File: config.mk
export PLATFORM = sky130hd
export DESIGN_NAME = jhmd_ctrl
export DESIGN_NICKNAME = d
export VERILOG_FILES = /design/src/rtl/jhmd_pkg.sv /design/src/rtl/jhmd_ctrl.sv
export SDC_FILE = /design/constraint.sdc
export NUM_CORES = 1
export LEC_CHECK = 0
export ABC_AREA = 1
export BUFFER_PORTS_ARGS = -buffer_cell sky130_fd_sc_hd__buf_2
export CORE_MARGIN = 10
export CORE_UTILIZATION = 45
export DETAILED_ROUTE_END_ITERATION = 6
export PLACE_DENSITY = 0.81
export SLEW_MARGIN = 40
export SYNTH_ARGS = -nofsm -noshare
export SYNTH_HDL_FRONTEND = slang
export SYNTH_SLANG_ARGS = --single-unit
export TNS_END_PERCENT = 20
File: constraint.sdc
create_clock -name clk -period 1.8 [get_ports clk]
set_clock_uncertainty 0.15 [all_clocks]
set_input_delay 0.27 -clock clk [delete_from_list [all_inputs] [get_ports clk]]
set_output_delay 0.27 -clock clk [all_outputs]
set_load 0.03 [all_outputs]
File: src/rtl/jhmd_pkg.sv
package jhmd_pkg;

  localparam int MAX_JETS_DEF  = 64;
  localparam int LEAD_JETS_DEF = 4;
  localparam int REPORT_JETS   = 4;

  localparam int CORDIC_STEPS = 14;
  localparam int SQRT_STEPS   = 24;
  localparam int STEP_W       = 5;

  localparam logic [15:0] PT_GAIN = 16'd39797;
  localparam logic [21:0] SUM_MAX = 22'h3FFFFF;

  localparam int CFG_IDX_W  = 2;
  localparam int CFG_DATA_W = 16;

  localparam logic [CFG_IDX_W-1:0] REG_PT_THRESHOLD  = 2'd0;
  localparam logic [CFG_IDX_W-1:0] REG_HT_ETA_LIMIT  = 2'd1;
  localparam logic [CFG_IDX_W-1:0] REG_MHT_ETA_LIMIT = 2'd2;

  localparam logic [15:0] PT_THRESHOLD_RST  = 16'd120;
  localparam logic [9:0]  HT_ETA_LIMIT_RST  = 10'd240;
  localparam logic [9:0]  MHT_ETA_LIMIT_RST = 10'd500;

  // Arctangent of 2^-i in 16-bit turn units.
  function automatic logic [13:0] atan_step(input logic [3:0] i);
    logic [13:0] r;
    case (i)
      4'd0:    r = 14'd8192;
      4'd1:    r = 14'd4836;
      4'd2:    r = 14'd2555;
      4'd3:    r = 14'd1297;
      4'd4:    r = 14'd651;
      4'd5:    r = 14'd326;
      4'd6:    r = 14'd163;
      4'd7:    r = 14'd81;
      4'd8:    r = 14'd41;
      4'd9:    r = 14'd20;
      4'd10:   r = 14'd10;
      4'd11:   r = 14'd5;
      4'd12:   r = 14'd3;
      4'd13:   r = 14'd1;
      default: r = 14'd0;
    endcase
    return r;
  endfunction

  typedef struct packed {
    logic              load_rot;
    logic              step_rot;
    logic              acc;
    logic              load_vec;
    logic              step_vec;
    logic              sq_y;
    logic              load_sqrt;
    logic              step_sqrt;
    logic              publish;
    logic [STEP_W-1:0] step;
  } cmd_t;

  typedef struct packed {
    logic mht_go;
    logic out_free;
  } sts_t;

endpackage

File: src/rtl/jhmd_ctrl.sv
module jhmd_ctrl (
  input  logic           clk,
  input  logic           rst,
  input  logic           accept,
  input  logic           in_last,
  input  jhmd_pkg::sts_t sts,
  output logic           in_ready,
  output jhmd_pkg::cmd_t cmd
);

  typedef enum logic [3:0] {
    S_IDLE, S_LOAD, S_ROT, S_ACC, S_VLOAD, S_VEC, S_SQY, S_SLOAD, S_SQRT, S_PUB
  } state_t;

  localparam logic [jhmd_pkg::STEP_W-1:0] ROT_LAST  =
    jhmd_pkg::STEP_W'(jhmd_pkg::CORDIC_STEPS - 1);
  localparam logic [jhmd_pkg::STEP_W-1:0] SQRT_LAST =
    jhmd_pkg::STEP_W'(jhmd_pkg::SQRT_STEPS - 1);

  state_t                      state;
  logic [jhmd_pkg::STEP_W-1:0] cnt;
  logic                        last_q;

  always_ff @(posedge clk) begin
    if (rst) begin
      state  <= S_IDLE;
      cnt    <= '0;
      last_q <= 1'b0;
    end else begin
      case (state)
        S_IDLE: begin
          if (accept) begin
            last_q <= in_last;
            if (sts.mht_go) state <= S_LOAD;
            else if (in_last) state <= S_VLOAD;
          end
        end
        S_LOAD: begin
          cnt   <= '0;
          state <= S_ROT;
        end
        S_ROT: begin
          cnt <= cnt + 1'b1;
          if (cnt == ROT_LAST) state <= S_ACC;
        end
        S_ACC: state <= last_q ? S_VLOAD : S_IDLE;
        S_VLOAD: begin
          cnt   <= '0;
          state <= S_VEC;
        end
        S_VEC: begin
          cnt <= cnt + 1'b1;
          if (cnt == ROT_LAST) state <= S_SQY;
        end
        S_SQY: state <= S_SLOAD;
        S_SLOAD: begin
          cnt   <= '0;
          state <= S_SQRT;
        end
        S_SQRT: begin
          cnt <= cnt + 1'b1;
          if (cnt == SQRT_LAST) state <= S_PUB;
        end
        S_PUB: begin
          if (sts.out_free) state <= S_IDLE;
        end
        default: state <= S_IDLE;
      endcase
    end
  end

  always_comb begin
    in_ready      = (state == S_IDLE);
    cmd           = '0;
    cmd.step      = cnt;
    cmd.load_rot  = (state == S_LOAD);
    cmd.step_rot  = (state == S_ROT);
    cmd.acc       = (state == S_ACC);
    cmd.load_vec  = (state == S_VLOAD);
    cmd.step_vec  = (state == S_VEC);
    cmd.sq_y      = (state == S_SQY);
    cmd.load_sqrt = (state == S_SLOAD);
    cmd.step_sqrt = (state == S_SQRT);
    cmd.publish   = (state == S_PUB) && sts.out_free;
  end

endmodule

==> Word-level counts from Yosys, hierarchy flattened <==
Index checks and enable logic that the tools add are counted.
{ "word_totals": {"latchBits": 0, "regBits": 10, "elab_cells": 38, "n_memories": 0, "mem_bits_ro": 0, "input_bits": 6, "ram_bits": 0} }
{ "classes": {"shift": 0, "mux": 10, "n_reduce_logical": 7, "n_eq_ne": 17, "order_cmp": 0, "n_bitwise": 0, "n_addsub": 1, "n_div": 0, "multipliers": 0} }
{ "ops": {"columns": ["op", "n"], "rows": [
  ["case mux 4 bit (10 select lines)", 1],
  ["two-way mux 4 bit", 7],
  ["equality test 4 x 3 -> 1 bit, second input constant", 4],
  ["case mux 5 bit (2 select lines)", 1],
  ["equality test 4 x 2 -> 1 bit, second input constant", 2],
  ["equality test 4 bit, second input constant", 2],
  ["!= test 2 x 1 -> 1 bit, second input constant", 3],
  ["AND reduction 6 bit", 1],
  ["OR reduction 3 bit", 2],
  ["adder 5 x 1 -> 5 bit, second input constant", 1],
  ["equality test 5 x 4 -> 1 bit, second input constant", 1],
  ["equality test 5 bit, second input constant", 1],
  ["equality test 4 x 1 -> 1 bit, second input constant", 1],
  ["zero test 4 bit", 1],
  ["!= test 2 bit, second input constant", 2],
  ["two-way mux 3 bit", 1],
  ["!= test 3 bit, second input constant", 1],
  ["AND reduction 2 bit", 1],
  ["nonzero test 2 bit", 1],
  ["logical AND 1 bit", 1]
]} }

==> Longest topological paths before layout <==
Gate-level depths: netlist of the first run.
{ "depth": {"ltp_word": 4, "depth_mapped": 11, "depth_no_buf": 11} }

==> Least setup slack after synthesis of the first run <==
No wires, ideal clock.
{ "synth_timing": {"path_type": "register to output", "start": "reg state[0]", "end": "out cmd[5] (netlist bit)", "path_stages_with_launch": 5, "arrival_ns": 1.256, "n_path_buf": 0, "t_required_ns": 1.380, "path_slack_ns": 0.124, "path_cell_list": "dfxtp_1 inv_2 nor2_4 inv_1 nor3_1"} }
{ "synth_lines": {"columns": ["item", "line", "text"], "rows": [
  ["from (decl)", "jhmd_ctrl.sv:20", "state_t state;"],
  ["from (signal assigned)", "jhmd_ctrl.sv:46", "S_ACC: state <= last_q ? S_VLOAD : S_IDLE;"],
  ["to (decl)", "jhmd_ctrl.sv:8", "output jhmd_pkg::cmd_t cmd"]
]} }

==> impl_metrics.ini, run 1 <==
[logic_synthesis]
synthAdderAreaFrac_pct = 3.490
synth-simple-area-share_pct = 45.03
synth_top_family_by_area = simple AND/OR/NAND/NOR gates
synth_edf_count = 0
synth.area.mux_share_pct = 0
synth_flop_cell = dfxtp_1
synth_warnings = 0
yosysMostFrequentCell = nand2_1
synthTopCellsByArea = dfxtp_1 28%, nand2_1 14%, nand3_1 8.4%
syn_nets = 121
ys_async_sr_fraction_pct = 0
post-synth-top-area-fraction_pct = 27.92
synthTopCellsByCount = 26 x nand2_1, 14 x inv_1, 13 x nor2_1
yosysUniqueCellTypes = 24
ys_seq_elements = 10
synthXorXnorAreaFrac_pct = 2.443
synth-compound-area-share_pct = 10.30
seq_area_frac_synth_pct = 27.92
synth_top_area_cell = dfxtp_1
synth_area_um2 = 716.9
syn_inst = 113
synth.avg_cell_area_um2 = 6.345

[power]
ir_drop_uv = 967.5
power_density_nw_per_um2 = 1543
total_power_mw = 1.347
power_leakage_nw = 0.4586

[global_route]
overflow = 0
grt_start_max_net_pins = 10
grt_first_pass_wirelength_um = 2898
antenna_found_initial = 0
grtUsageTotal_pct = 10.25
grt_pass1_vias = 696

[route]
num_vias = 752
viasPerCell = 4.947
wl_um = 1754
drc = 0
drt_iter0_drc = 34
first_pass_iters = 4
wl_per_cell_um = 11.54
antenna_left = 0

[place]
port_buffers = 20
place.gp.congestion = 0.8619
post-dp-hpwl_um = 1434
dp.cells = 149
placed_area_um2 = 840.8

[timing]
max_freq_mhz = 597.3
fin_hold_ws_ps = 142.3
period_share_pct = 93.00
hold_viol_final = 0
rsz0062_at_grt = no
setup_viol = 0
tns_ps = 0
slew_violations = 0
maxSlewHeadroom_pct = 80.90
worstMarginPinSlew_ps = 285.6
min_period_ps = 1674

[clock_tree]
cts_hold_buf = 0
cts_num_sinks = 10
root_buffer = clkbuf_4
cts_tree = done
clockBufferDepth = 2
clk_latency_ps = 260
htree_levels = 1
path_clk_slew_ps = 60
cts_buffers = 3

[floorplan]
core.rowCount = 14
io_pins = 21
die_h_um = 59.92
start_util_pct = 47.59
coreArea_um2 = 1506
die_w_um = 59.92
dieArea_um2 = 3590

[final_layout]
final_area_um2 = 873.3
diodes = 0
drive_gt1_share_pct = 33.09
n_fill_cell = 150
final_nets = 146
seqCellArea_um2 = 202.7
multi_input_area_um2 = 444.2
instances_no_fill = 152
synthToLayoutAreaGrowth_pct = 21.81

[critical_path]
arrival_ps = 1250
path_max_fanout = 5
worstSetupPathType = reg -> out
worstSetupStartpointType = flop
cp.required_ps = 1380
worstSetupEndpointType = primary output

[outcome]
status = complete, no violations

[run]
maxCapViolCount = 0

[hold_path]
hold_class = in -> reg
## critical path: stages (launching register included)
cell and delay [ps]:
dfxtp_2 380, inv_2 80, nor2_4 120, inv_1 80
nor3_1 120, buf_2 220
## cell families (layout without fill, tap and decap cells)
group,count (synthesis),in the layout
adders and majority gates,2,2
xor gates and xnor gates,2,2
DFF,10,10
buffers and inverters,20,43
AOI/OAI and AO/OA,13,13
and+or+nand+nor,66,66
## metrics by stage
stage,util (%),setup slack [ps]
2_1_floorplan,-,124.0
3_3_place_gp,55.81,283.6
3_5_place_dp,55.81,236.0
4_1_cts,57.64,3.615
5_1_grt,57.97,47.10
6_report,57.97,125.9
## power breakdown
part           total (mW)  internal [mW]  switching [mW]
Sequential          0.331          0.276          0.0551
Clock               0.145         0.0768          0.0683
Combinational       0.871          0.272           0.599
Total                1.35          0.625           0.723
## final timing paths
check / slack, ps / depth (start not counted) / startpoint / end
setup / recovery: 130 / 5 / state[0]$_SDFFE_PP0P_ / cmd[5]
hold / removal: 140 / 2 / rst / cnt[1]$_SDFFE_PP0P_
setup reg to reg: 280 / 10 / cnt[1]$_SDFFE_PP0P_ / state[0]$_SDFFE_PP0P_
hold reg to reg: 320 / 2 / last_q$_SDFFE_PP0P_ / last_q$_SDFFE_PP0P_
## cells in the final DEF, fill, tap and decap left out
master	Yosys	layout
nand2_1	26	26
buf_2	0	19
inv_1	14	14
nand3_1	12	12
nor2_1	13	11
a21oi_1	8	8
dfxtp_1	10	8
nand2_2	6	6
inv_2	4	4
nor2_2	1	3
nor2_4	3	3
clkbuf_4	0	3
nor3_1	2	2
ha_1	2	2
buf_4	0	2
dfxtp_2	0	2
inv_4	1	1
o211ai_1	1	1
o21a_1	1	1
nand4_1	1	1
o21ai_0	1	1
nor3_4	1	1
xnor2_1	1	1
xor2_1	1	1
or2_0	1	1
a21oi_2	1	1
o21ai_1	1	1
## sequential cells by signal, indices dropped and copies added (netlist names)
name / flops
state: 4
last_q: 1
cnt: 5
## per-layer routing
metal	global-route usage (%)	wire length [um]	up-vias	part of all wire, %
met1	11.86	794	327	45
met4	5.449	11	0	0.63
li1	-	-	403	-
met2	15.74	788	20	45
met3	4.025	159	2	9.1
met5	0	0	-	0
## final cells by class
type | count | share of cell area (%)
Timing Repair Buffer | 21 | 12.61
Inverter | 19 | 8.453
Clock buffer | 3 | 2.579
Multi-Input combinational cell | 83 | 50.86
Sequential cell | 10 | 23.21
Tap cell | 16 | 2.292
## what timing repair did
action                                  4_1_cts  5_1_grt
gates resized for setup                       2        3
cloned                                        0        0
endpoints found under the setup margin        1        3
setup buffers                                 0        0
Power figures use the tool's default switching activity.
==> run 2: changes to the inputs <==
Settings changed: REMOVE_ABC_BUFFERS set to 1.
==> impl_metrics.ini, run 2 (same netlist as run 1, synthesis figures left out) <==
[critical_path]
worstSetupPathType = reg -> out
r2r_start = cnt[1]$_SDFFE_PP0P_
r2r_setup_slack_ps = 280
crit_path_start = state[1]$_SDFFE_PP0P_
r2r-end = state[0]$_SDFFE_PP0P_
worstSetupStartpointType = flop
cp.required_ps = 1380
endpoint = cmd[7]
worstSetupEndpointType = primary output
r2r_cells = 10
arrival_ps = 1320
path_max_fanout = 5

[place]
port_buffers = 20
dp.cells = 149
place.gp.congestion = 0.8935
post-dp-hpwl_um = 1498
place_worst_setup_slack_ps = 246.8

[clock_tree]
cts_post_setup_buffers_inserted = 0
cts_tree = done
cts_num_sinks = 10
clk_latency_ps = 260
clockBufferDepth = 2
root_buffer = clkbuf_4
htree_levels = 1
path_clk_slew_ps = 60
cts_buffers = 3

[timing]
fin_hold_ws_ps = 130.2
min_period_ps = 1742
rsz0062_at_grt = yes
worstMarginPinSlew_ps = 285.7
max_freq_mhz = 574.0
period_share_pct = 96.78
maxSlewHeadroom_pct = 80.93
tns_ps = 0
post-route-worst-setup-slack_ps = 57.89
slew_violations = 0
hold_viol_final = 0
setup_viol = 0

[route]
antenna_left = 0
num_vias = 763
drc = 0
wl_per_cell_um = 11.82
drt_iter0_drc = 25
viasPerCell = 5.020
wl_um = 1797
first_pass_iters = 4

[power]
total_power_mw = 1.345
power_leakage_nw = 0.4588
ir_drop_uv = 812.9
power_density_nw_per_um2 = 1540

[final_layout]
diodes = 0
final_common_cell = nand2_1
final_cell_mix = 25 x nand2_1, 19 x buf_2, 14 x inv_1, 12 x nand3_1, 11 x nor2_1
final_nets = 146
synthToLayoutAreaGrowth_pct = 21.81
drive_gt1_share_pct = 32.35
n_fill_cell = 166
largest_reg_flops = 5
largest-register = cnt
instances_no_fill = 152
top_regs = cnt x5, state x4, last_q x1

[floorplan]
start_util_pct = 47.59
die_w_um = 59.92
die_h_um = 59.92
core.rowCount = 14
dieArea_um2 = 3590
io_pins = 21
coreArea_um2 = 1506

[global_route]
antenna_found_initial = 0
grt_first_pass_wirelength_um = 3091
overflow = 0
grt_pass1_vias = 767
grtUsageTotal_pct = 10.72
grt_start_max_net_pins = 10

[outcome]
status = complete, no violations

[hold_path]
hold_class = in -> reg

[run]
maxCapViolCount = 0
==> run 2: changes by cell type in the layout (fill, tap and decap cells not counted) <==
cell	change
nand2_1	-1
dfxtp_2	-2
nand2_2	+1
dfxtp_1	+2
==> run 2: cell type report <==
cell class,instances,area [um2],share of cell area (%)
Timing Repair Buffer,21,110.1,12.61
Sequential cell,10,200.2,22.92
Tap cell,16,20.02,2.292
Multi-Input combinational cell,83,446.7,51.15
Clock buffer,3,22.52,2.579
Inverter,19,73.82,8.453
==> run 2: repair_timing <==
action                                  4_1_cts  5_1_grt
endpoints found under the setup margin        2        2
hold buffers                                  0        0
resized for setup                             2        2
endpoints found under the hold margin         0        0
==> run 2: critical path, stage by stage, from the launching register on <==
cell and delay (ps):
dfxtp_1 480, nand2_2 150, nor2_2 200, buf_2 230
==> run 2: per-layer routing <==
metal | global-route usage, % | part of all wire, % | wire, um | vias to the layer above
met3 | 4.025 | 9.9 | 178 | 3
met4 | 5.128 | 1.4 | 25 | 0
met2 | 17.79 | 48 | 855 | 31
met5 | 0 | 0 | 0 | -
met1 | 11.66 | 41 | 739 | 325
li1 | - | - | - | 404
==> run 2: how the worst min path moves through the flow <==
stage | to | cells after the start | slack [ps] | start
final | cnt[1]$_SDFFE_PP0P_ | 2 | 130 | rst
after global routing | last_q$_SDFFE_PP0P_ | 3 | 160 | in_last
after CTS | cnt[1]$_SDFFE_PP0P_ | 2 | 140 | rst
after detailed placement | last_q$_SDFFE_PP0P_ | 2 | 320 | last_q$_SDFFE_PP0P_
after global placement | last_q$_SDFFE_PP0P_ | 2 | 310 | last_q$_SDFFE_PP0P_
after floorplan | cnt[1]$_SDFFE_PP0P_ | 1 | 180 | rst
==> run 2: where the power goes <==
part           total (mW)  internal [mW]  switching [mW]
logic               0.868          0.272           0.597
registers           0.331          0.272          0.0596
clock network       0.146         0.0768          0.0688
total                1.35          0.620           0.725
==> run 2: metrics by stage <==
stage          util (%)  area (um2)
5_1_grt           57.97       873.3
2_1_floorplan         -       713.2
3_5_place_dp      55.81       840.8
3_3_place_gp      55.81       840.8
4_1_cts           57.64       868.3
6_report          57.97       873.3
